==> src/hdl/assert_macros.svh <==
// Assertion macros for the frame unpacker RTL.
// Each macro samples on clk and is disabled while rst_n is low.
`ifndef ASSERT_MACROS_SVH
`define ASSERT_MACROS_SVH

// Same-cycle implication check.
`define ASSERT_IMPL(lbl, ante, cons) \
    lbl: assert property (@(posedge clk) disable iff (!rst_n) (ante) |-> (cons)) \
        else $error("same-cycle implication check failed");

// Next-cycle implication check.
`define ASSERT_NEXT(lbl, ante, cons) \
    lbl: assert property (@(posedge clk) disable iff (!rst_n) (ante) |=> (cons)) \
        else $error("next-cycle implication check failed");

`endif

==> src/hdl/pfu_pkg.sv <==
// Shared constants for the packed frame unpacker.
// No dependencies.
`default_nettype none

package pfu_pkg;

    localparam int MAX_FRAME = 2048;
    localparam int BYTE_W    = 8;
    localparam int FRAME_W   = 12;
    localparam int LEN_W     = 2 * BYTE_W;
    localparam int S_TDATA_W = ((BYTE_W + FRAME_W + 7) / 8) * 8;
    localparam int M_TDATA_W = BYTE_W;
    localparam int M_TUSER_W = 2;

    localparam int M_TUSER_EMPTY = 0;
    localparam int M_TUSER_BAD   = 1;

endpackage

`default_nettype wire

==> src/hdl/packed_frame_unpacker_core.sv <==
// Throughput: one word per cycle while m_axis_tready does not stall the result register.
// A stalled result word drops s_axis_tready in the same cycle if the input register is full.
// Reset: rst_n asynchronous active low; parser idles, packed tag clears to 0, both stages empty.
// Top level of the packed frame unpacker: byte parser with input and result registers.
// Depends on pfu_pkg and assert_macros.svh.
`default_nettype none
`include "assert_macros.svh"

module packed_frame_unpacker_core
    import pfu_pkg::*;
(
    input  wire logic                 clk,
    input  wire logic                 rst_n,

    input  wire logic                 cfg_valid,
    output logic                      cfg_ready,
    input  wire logic [BYTE_W-1:0]    cfg_data,       // packed_tag

    input  wire logic                 s_axis_tvalid,
    output logic                      s_axis_tready,
    input  wire logic [S_TDATA_W-1:0] s_axis_tdata,   // data_byte[7:0], frame_length[19:8]
    input  wire logic                 s_axis_tuser,   // first

    output logic                      m_axis_tvalid,
    input  wire logic                 m_axis_tready,
    output logic [M_TDATA_W-1:0]      m_axis_tdata,   // out_byte[7:0]
    output logic                      m_axis_tlast,   // packet_last
    output logic [M_TUSER_W-1:0]      m_axis_tuser    // empty_packet[0], bad_packing[1]
);

    typedef enum logic [2:0] {
        MODE_IDLE,
        MODE_PASS,
        MODE_LEN_HI,
        MODE_LEN_LO,
        MODE_PAYLOAD,
        MODE_DISCARD
    } mode_t;

    mode_t               mode_reg, mode_next;
    logic [FRAME_W-1:0]  frame_left_reg, frame_left_next;
    logic [FRAME_W-1:0]  payload_left_reg, payload_left_next;
    logic [BYTE_W-1:0]   length_high_reg, length_high_next;
    logic [BYTE_W-1:0]   packed_tag_reg;

    logic                in_valid_reg;
    logic [BYTE_W-1:0]   in_byte_reg;
    logic                in_first_reg;
    logic [FRAME_W-1:0]  in_flen_reg;

    logic                out_valid_reg;
    logic [BYTE_W-1:0]   out_byte_reg, out_byte_next;
    logic                out_last_reg, out_last_next;
    logic                out_empty_reg, out_empty_next;
    logic                out_bad_reg, out_bad_next;
    logic                emit;

    logic                advance;
    logic [FRAME_W-1:0]  flen_clamped;
    logic [FRAME_W-1:0]  flen_dec;
    logic [FRAME_W-1:0]  left_dec;
    logic [FRAME_W-1:0]  payload_dec;
    logic [LEN_W-1:0]    sub_len;

    assign advance       = !out_valid_reg || m_axis_tready;
    assign s_axis_tready = !in_valid_reg || advance;
    assign cfg_ready     = 1'b1;

    assign m_axis_tvalid = out_valid_reg;
    assign m_axis_tdata  = out_byte_reg;
    assign m_axis_tlast  = out_last_reg;
    assign m_axis_tuser  = {out_bad_reg, out_empty_reg};

    always_comb
    begin
        if (in_flen_reg == '0)
            flen_clamped = FRAME_W'(1);
        else if (in_flen_reg > FRAME_W'(MAX_FRAME))
            flen_clamped = FRAME_W'(MAX_FRAME);
        else
            flen_clamped = in_flen_reg;
    end

    assign flen_dec    = flen_clamped - FRAME_W'(1);
    assign left_dec    = frame_left_reg - FRAME_W'(1);
    assign payload_dec = (payload_left_reg != '0) ? payload_left_reg - FRAME_W'(1)
                                                  : payload_left_reg;
    assign sub_len     = {length_high_reg, in_byte_reg};

    always_comb
    begin
        mode_next         = mode_reg;
        frame_left_next   = frame_left_reg;
        payload_left_next = payload_left_reg;
        length_high_next  = length_high_reg;
        emit              = 1'b0;
        out_byte_next     = '0;
        out_last_next     = 1'b0;
        out_empty_next    = 1'b0;
        out_bad_next      = 1'b0;

        if (in_first_reg)
        begin
            frame_left_next   = flen_dec;
            payload_left_next = '0;
            length_high_next  = '0;
            if (in_byte_reg == packed_tag_reg)
            begin
                mode_next = (flen_dec != '0) ? MODE_LEN_HI : MODE_IDLE;
            end
            else
            begin
                mode_next     = (flen_dec != '0) ? MODE_PASS : MODE_IDLE;
                emit          = 1'b1;
                out_byte_next = in_byte_reg;
                out_last_next = (flen_dec == '0);
            end
        end
        else if (mode_reg == MODE_IDLE || frame_left_reg == '0)
        begin
            mode_next = MODE_IDLE;
        end
        else
        begin
            frame_left_next = left_dec;
            unique case (mode_reg)
                MODE_PASS:
                begin
                    if (left_dec == '0)
                        mode_next = MODE_IDLE;
                    emit          = 1'b1;
                    out_byte_next = in_byte_reg;
                    out_last_next = (left_dec == '0);
                end
                MODE_LEN_HI:
                begin
                    length_high_next = in_byte_reg;
                    if (left_dec == '0)
                    begin
                        mode_next    = MODE_IDLE;
                        emit         = 1'b1;
                        out_bad_next = 1'b1;
                    end
                    else
                    begin
                        mode_next = MODE_LEN_LO;
                    end
                end
                MODE_LEN_LO:
                begin
                    if (sub_len > LEN_W'(left_dec))
                    begin
                        mode_next    = (left_dec != '0) ? MODE_DISCARD : MODE_IDLE;
                        emit         = 1'b1;
                        out_bad_next = 1'b1;
                    end
                    else if (sub_len == '0)
                    begin
                        mode_next      = (left_dec != '0) ? MODE_LEN_HI : MODE_IDLE;
                        emit           = 1'b1;
                        out_last_next  = 1'b1;
                        out_empty_next = 1'b1;
                    end
                    else
                    begin
                        payload_left_next = sub_len[FRAME_W-1:0];
                        mode_next         = MODE_PAYLOAD;
                    end
                end
                MODE_PAYLOAD:
                begin
                    payload_left_next = payload_dec;
                    if (payload_dec == '0)
                        mode_next = (left_dec != '0) ? MODE_LEN_HI : MODE_IDLE;
                    emit          = 1'b1;
                    out_byte_next = in_byte_reg;
                    out_last_next = (payload_dec == '0);
                end
                MODE_DISCARD:
                begin
                    if (left_dec == '0)
                        mode_next = MODE_IDLE;
                end
                default:
                begin
                    mode_next = MODE_IDLE;
                end
            endcase
        end
    end

    always_ff @(posedge clk or negedge rst_n)
    begin
        if (!rst_n)
        begin
            mode_reg         <= MODE_IDLE;
            frame_left_reg   <= '0;
            payload_left_reg <= '0;
            length_high_reg  <= '0;
            packed_tag_reg   <= '0;
            in_valid_reg     <= 1'b0;
            out_valid_reg    <= 1'b0;
        end
        else
        begin
            if (cfg_valid && cfg_ready)
                packed_tag_reg <= cfg_data;
            if (s_axis_tready)
                in_valid_reg <= s_axis_tvalid;
            if (advance)
            begin
                out_valid_reg <= in_valid_reg && emit;
                if (in_valid_reg)
                begin
                    mode_reg         <= mode_next;
                    frame_left_reg   <= frame_left_next;
                    payload_left_reg <= payload_left_next;
                    length_high_reg  <= length_high_next;
                end
            end
        end
    end

    always_ff @(posedge clk)
    begin
        if (s_axis_tvalid && s_axis_tready)
        begin
            in_byte_reg  <= s_axis_tdata[BYTE_W-1:0];
            in_first_reg <= s_axis_tuser;
            in_flen_reg  <= s_axis_tdata[BYTE_W+FRAME_W-1:BYTE_W];
        end
        if (advance && in_valid_reg)
        begin
            out_byte_reg  <= out_byte_next;
            out_last_reg  <= out_last_next;
            out_empty_reg <= out_empty_next;
            out_bad_reg   <= out_bad_next;
        end
    end

    `ASSERT_IMPL(a_bad_word_clean, out_valid_reg && out_bad_reg,
                 !out_last_reg && !out_empty_reg && out_byte_reg == '0)
    `ASSERT_IMPL(a_empty_word_last, out_valid_reg && out_empty_reg,
                 out_last_reg && out_byte_reg == '0)
    `ASSERT_IMPL(a_payload_nonzero, mode_reg == MODE_PAYLOAD, payload_left_reg != '0)
    `ASSERT_IMPL(a_payload_in_frame, mode_reg == MODE_PAYLOAD,
                 payload_left_reg <= frame_left_reg)
    `ASSERT_NEXT(a_stall_holds_state, in_valid_reg && !advance,
                 $stable(mode_reg) && $stable(frame_left_reg) && in_valid_reg)

endmodule

`default_nettype wire
==> config.mk <==
export PLATFORM = sky130hd
export DESIGN_NAME = packed_frame_unpacker_core
export DESIGN_NICKNAME = d
export VERILOG_FILES = /design/src/hdl/pfu_pkg.sv /design/src/hdl/packed_frame_unpacker_core.sv
export VERILOG_INCLUDE_DIRS = /design/src /design/src/hdl
export SDC_FILE = /design/constraint.sdc
export NUM_CORES = 1
export LEC_CHECK = 0
export CORE_ASPECT_RATIO = 0.6
export CORE_MARGIN = 1
export CORE_UTILIZATION = 50
export DETAILED_ROUTE_END_ITERATION = 10
export DONT_BUFFER_PORTS = 1
export SLEW_MARGIN = 20
export SYNTH_ARGS = -nofsm -noshare
export SYNTH_HDL_FRONTEND = slang
export SYNTH_SLANG_ARGS = --single-unit
==> constraint.sdc <==
create_clock -name clk -period 5.3 [get_ports clk]
set_clock_uncertainty 0.2 [all_clocks]
set_input_delay 0.53 -clock clk [delete_from_list [all_inputs] [get_ports clk]]
set_output_delay 0.53 -clock clk [all_outputs]
set_load 0.02 [all_outputs]
Yosys cells after proc, flatten, opt, wreduce, memory -nomap -nowiden
Index checks and enable logic that the tools add are counted.
{"block": "op_classes", "eq_ne": 11, "reduce_logical": 28, "n_mux": 44, "div_mod_pow": 0, "n_addsub": 3, "n_mul": 0, "n_bitwise": 1, "n_shift": 0, "n_lt_le_gt_ge": 2}
{"operator": "$mux 12", "n": 9}
{"operator": "$logic_not 12->1", "n": 5}
{"operator": "$mux 8", "n": 7}
{"operator": "$reduce_bool 12->1", "n": 3}
{"operator": "$sub 12x1->12 const B", "n": 3}
{"operator": "$pmux 12 s2", "n": 1}
{"operator": "$mux 3", "n": 7}
{"operator": "$gt 16x12->1", "n": 1}
{"operator": "$logic_not 16->1", "n": 1}
{"operator": "$gt 12x12->1 const B", "n": 1}
{"operator": "$mux 1", "n": 12}
{"operator": "$pmux 3 s4", "n": 1}
{"operator": "$eq 8x8->1", "n": 1}
{"operator": "$mux 2", "n": 4}
{"operator": "$reduce_and 4->1", "n": 2}
{"operator": "$eq 3x2->1 const B", "n": 2}
{"operator": "$eq 3x3->1 const B", "n": 2}
{"operator": "$ne 3x3->1 const B", "n": 2}
{"operator": "$pmux 1 s3", "n": 2}
{"operator": "$reduce_and 6->1", "n": 1}
{"operator": "$reduce_or 2->1", "n": 3}
{"operator": "$ne 4x1->1 const B", "n": 1}
{"operator": "$ne 4x4->1 const B", "n": 1}
{"operator": "$eq 3x1->1 const B", "n": 1}
{"operator": "other kinds (11)", "n": 16}
{"block": "totals", "latchBits": 0, "in_bits": 38, "mem_bits_ro": 0, "out_inout_bits": 14, "ram_bits": 0, "elab_cells": 103, "register_bits": 77, "n_memories": 0}

Logic depth before layout (Yosys ltp)
{"block": "depth", "ltp_word": 8, "mapped_depth": 16, "depth_no_buf": 13}

Worst setup path after synthesis
No wires, ideal clock.
{"block": "synth_timing", "path_kind": "register -> register", "startpoint": "register frame_left_reg[5]", "endpoint": "register mode_reg[2]", "stages_incl_launch_ff": 15, "period_less_slack_ns": 3.797, "arrival_ns": 3.532, "setup_slack_ns": 1.503, "setup_time_ns": 0.065, "cell_sequence": "dfrtp_1 -> buf_6 -> or4_4 -> or3_4 -> nor2_4 -> xor2_2 -> inv_1 -> ha_1 -> a21oi_1 -> o21ai_0 -> o311a_1 -> buf_1 -> nand2b_1 -> a2111oi_0 -> mux2_4"}
{"block": "synth_between", "elab_chain_len": 7, "word_cells_on_any_way": 14, "classes_between": "1 x add/sub; 1 x order compare; 2 x eq/ne; 5 x mux; 5 x reduce/logical"}
{"element": "start, declared", "line": "packed_frame_unpacker_core.sv:41", "source": "logic [FRAME_W-1:0] frame_left_reg, frame_left_next;"}
{"element": "start signal, assigned", "line": "packed_frame_unpacker_core.sv:216", "source": "frame_left_reg <= frame_left_next;"}
{"element": "parallel branches: the longest is 7 deep, another holds $gt 16x12->1"}
{"element": "end signal, assigned", "line": "packed_frame_unpacker_core.sv:215", "source": "mode_reg <= mode_next;"}
{"element": "end, declared", "line": "packed_frame_unpacker_core.sv:40", "source": "mode_t mode_reg, mode_next;"}
Several ways; the timed one is not identified.
A chain may end at the register's enable or synchronous reset.

Worst setup path after layout
{"block": "layout_timing", "startpoint": "register in_flen_reg[3]", "endpoint": "register out_last_reg, in the netlist m_axis_tlast, data pin"}
{"block": "layout_between", "elab_chain_len": 7, "word_cells_on_any_way": 8, "classes_between": "1 x add/sub; 1 x order compare; 4 x mux; 2 x reduce/logical"}
{"element": "start, declared", "line": "packed_frame_unpacker_core.sv:49", "source": "logic [FRAME_W-1:0] in_flen_reg;"}
{"element": "start signal, assigned", "line": "packed_frame_unpacker_core.sv:230", "source": "in_flen_reg <= s_axis_tdata[BYTE_W+FRAME_W-1:BYTE_W];"}
{"element": "$gt 12x12->1", "line": "packed_frame_unpacker_core.sv:78", "source": "else if (in_flen_reg > FRAME_W'(MAX_FRAME))"}
{"element": "$mux 12", "line": "packed_frame_unpacker_core.sv:78"}
{"element": "$mux 12 (*)", "line": "packed_frame_unpacker_core.sv:76", "source": "if (in_flen_reg == '0)"}
{"element": "$sub 12x1->12 (*)", "line": "packed_frame_unpacker_core.sv:84", "source": "assign flen_dec = flen_clamped - FRAME_W'(1);"}
{"element": "$logic_not 12->1 (*)", "line": "packed_frame_unpacker_core.sv:116", "source": "out_last_next = (flen_dec == '0);"}
{"element": "$mux 1 (*)", "line": "packed_frame_unpacker_core.sv:107", "source": "if (in_byte_reg == packed_tag_reg)"}
{"element": "$mux 1 (*)", "line": "packed_frame_unpacker_core.sv:102", "source": "if (in_first_reg)"}
{"element": "named net out_last_next", "line": "packed_frame_unpacker_core.sv:53", "source": "logic out_last_reg, out_last_next;"}
{"element": "end signal, assigned", "line": "packed_frame_unpacker_core.sv:235", "source": "out_last_reg <= out_last_next;"}
{"element": "end, declared", "line": "packed_frame_unpacker_core.sv:53"}
The timed path passes the listed nets; every way through them passes the cells marked *.

==> impl_metrics.ini <==
[cells_and_area]
finish.net_count = 542
layout-drive-gt1-share = 0.0978
area_growth_pct = 8.89
nFillCells = 803
postLayoutCoreUtil = 0.563
diodes = 0

[power]
power_w = 0.00206
vdd_drop_max_v = 0.000274
static-leakage-power_nw = 2.04
powerDensity_nw_per_um2 = 397

[drt]
dr.first_iter.drc_count = 365
viasPerCell = 6.13
routed_wirelength_um = 11900
drt_drc_violations_left = 0
wl_per_cell_um = 19.1
drt.antenna.violating_nets = 0
detail_route.first_pass.iterations = 5
via_count = 3805

[run]
cap_violations = 0

[timing]
worst_pin_slew_ps = 962
maxClockFrequency_mhz = 227
fin_setup_tns_ps = 0
timing.hold.ws_ps = 79.7
worst_case_headroom_to_the_max_slew_limit = 0.359
timing.final.max_slew_violations = 0
finalCritPeriodShare = 0.833
final_critical_period_ps = 4410
grt_setup_unrepaired = false
final_hold_viol_count = 0
setup_viol_count_final = 0

[clock_tree]
postCtsSetupRepairBufs = 0
cts-root-buf = clkbuf_16
clock_latency_on_the_worst_skew_pair_ps = 340
number_of_hold_buffers_added_after_cts = 2
tritoncts_clock_tree = built
max-clock-path-buffers = 2
cts.repair.resized = 0
cts_sinks = 77
clock_tree.htree_level_count = 3
clkSlewWorstSetupHoldPaths_ps = 70
cts_inserted_buffers = 9

[global_route]
globalRoute.busiestLayer = met1
grt_use_met1 = 0.396
grt_util_met2 = 0.321
gr-total-overflow = 0
first_global_vias = 3442
groute.layer.met3.usage = 0.0869
grt_start_max_net_pins = 46
grt_pass1_wl_um = 18800
grt_antenna_before_repair = 0
groute.usage.overall = 0.251

[worst_hold_path]
hold_path.class = primary input to flop
startpoint_of_the_tightest_hold_check_path = s_axis_tdata[13]

[setup_path]
capturing_element_type_of_the_critical_path = flop
cp.required_ps = 5200
cp_max_fo = 10
reg2reg_from = in_flen_reg[3]
worst_setup_path_startpoint = in_flen_reg[3]
path_class = flop to flop
wp_data_arrival_ps = 4310
setup.worst_path.start_class = flop

[logic_synthesis]
dominantRegCellSynth = dfrtp_1
synth_area_um2 = 4770
register_area_share_after_synthesis = 0.437
synth_most_common_cell = nand2_1
synth_area_per_cell_um2 = 9.60
ys_async_sr_fraction = 0.584
synthesized_nets = 553
synth_top_area_frac = 0.236
yosysUniqueCellTypes = 69
area_contributors_post_synth = dfrtp_1 (24%), edfxtp_1 (20%), ha_1 (4.7%), nand2_1 (3.9%), nor2_1 (3.5%)
cell_accounting_for_the_most_synthesized_area = dfrtp_1
synth_commonest_cells = nand2_1 (50), dfrtp_1 (45), nor2_1 (44), edfxtp_1 (32), a21oi_1 (26)
yosysWarnings = 0
synth-edff-count = 32
syn-instance-count = 497
synth-seq-cells = 77

[placed_design]
port-buffer-count = 0
gp_congestion = 0.934
dp_hpwl_um = 8530

[floorplan]
initial_utilization = 0.517
chipHeight_um = 77.7
coreArea_um2 = 9220
die_ar_um2 = 9950
boundaryPins = 52
floorplan.rows = 27
floorplan.die.width_um = 128

[run_status]
run_status = completed
[cell usage in the layout (no fill, tap or decap), types with 12 or more instances in the layout]
cell	count
xor2_1	12
o21ai_0	23
nand4_1	12
inv_1	16
edfxtp_1	32
o2bb2ai_1	12
nand2_1	50
nor2b_1	13
nor2_1	44
nor4_1	15
ha_1	18
nor3_1	22
dfrtp_1	45
a21oi_1	26
[metrics by stage]
stage | instances | setup WS (ps) | instance area (um^2)
after floorplan | 497 | 1500 | 4770
after global placement | 603 | 1130 | 4830
after detailed placement | 603 | 1030 | 4830
after CTS | 621 | 1010 | 5200
after global routing | 621 | 712 | 5200
final | 621 | 887 | 5200
[final timing paths]
| kind | to | slack (ps) | depth (start not counted) |
|---|---|---|---|
| min in group asynchronous | payload_left_reg[6] | 550 | 2 |
| worst max register to register | m_axis_tlast | 890 | 13 |
| worst max-delay path | m_axis_tlast | 890 | 13 |
| max in group asynchronous | packed_tag_reg[0] | 4120 | 2 |
| worst min-delay path | in_flen_reg[5] | 80 | 0 |
| worst min register to register | length_high_reg[6] | 290 | 2 |
[critical path: stages, from the launching register on]
cell      delay (ps)
edfxtp_1         510
or4_4            620
nor2_1           200
a31oi_1          170
nor2_1           220
inv_1             80
ha_1             330
or4b_2           250
o311ai_0         180
nor4bb_1         610
and3_1           260
nand4_1          100
o2bb2a_1         340
o41ai_1           90
[cell families after synthesis]
logic type / Yosys count / share of synthesized area
simple gates: 199 / 0.217
compound gates: 119 / 0.175
flops: 77 / 0.437
buf+inv: 44 / 0.0399
xor+xnor: 22 / 0.0420
fa+ha+maj: 18 / 0.0472
mux: 17 / 0.0412
other cells: 1 / 0.000786
[report_power, final]
group	internal (W)	total (W)	switching, W
sequential	0.000719	0.000850	0.000131
clock	0.000415	0.000670	0.000255
combinational	0.000226	0.000544	0.000318
total	0.00136	0.00206	0.000705
[metal layers]
layer  part of all wire  wire, um  up-vias
met5                  0         0        -
met1               0.52      6240     1805
met3              0.091      1090       13
met2               0.37      4440      164
met4             0.0096       114        0
li1                   -         -     1823
[layout make-up]
type	instances	area [um^2]	share of cell area
clock buffer	9	225	0.0433
multi-input combinational	376	2490	0.480
clock inverter	7	98.8	0.0190
timing repair buffer	6	67.6	0.0130
sequential	77	2090	0.402
inverter	16	60.1	0.0116
tap	130	163	0.0313
Power figures use the tool's default switching activity.
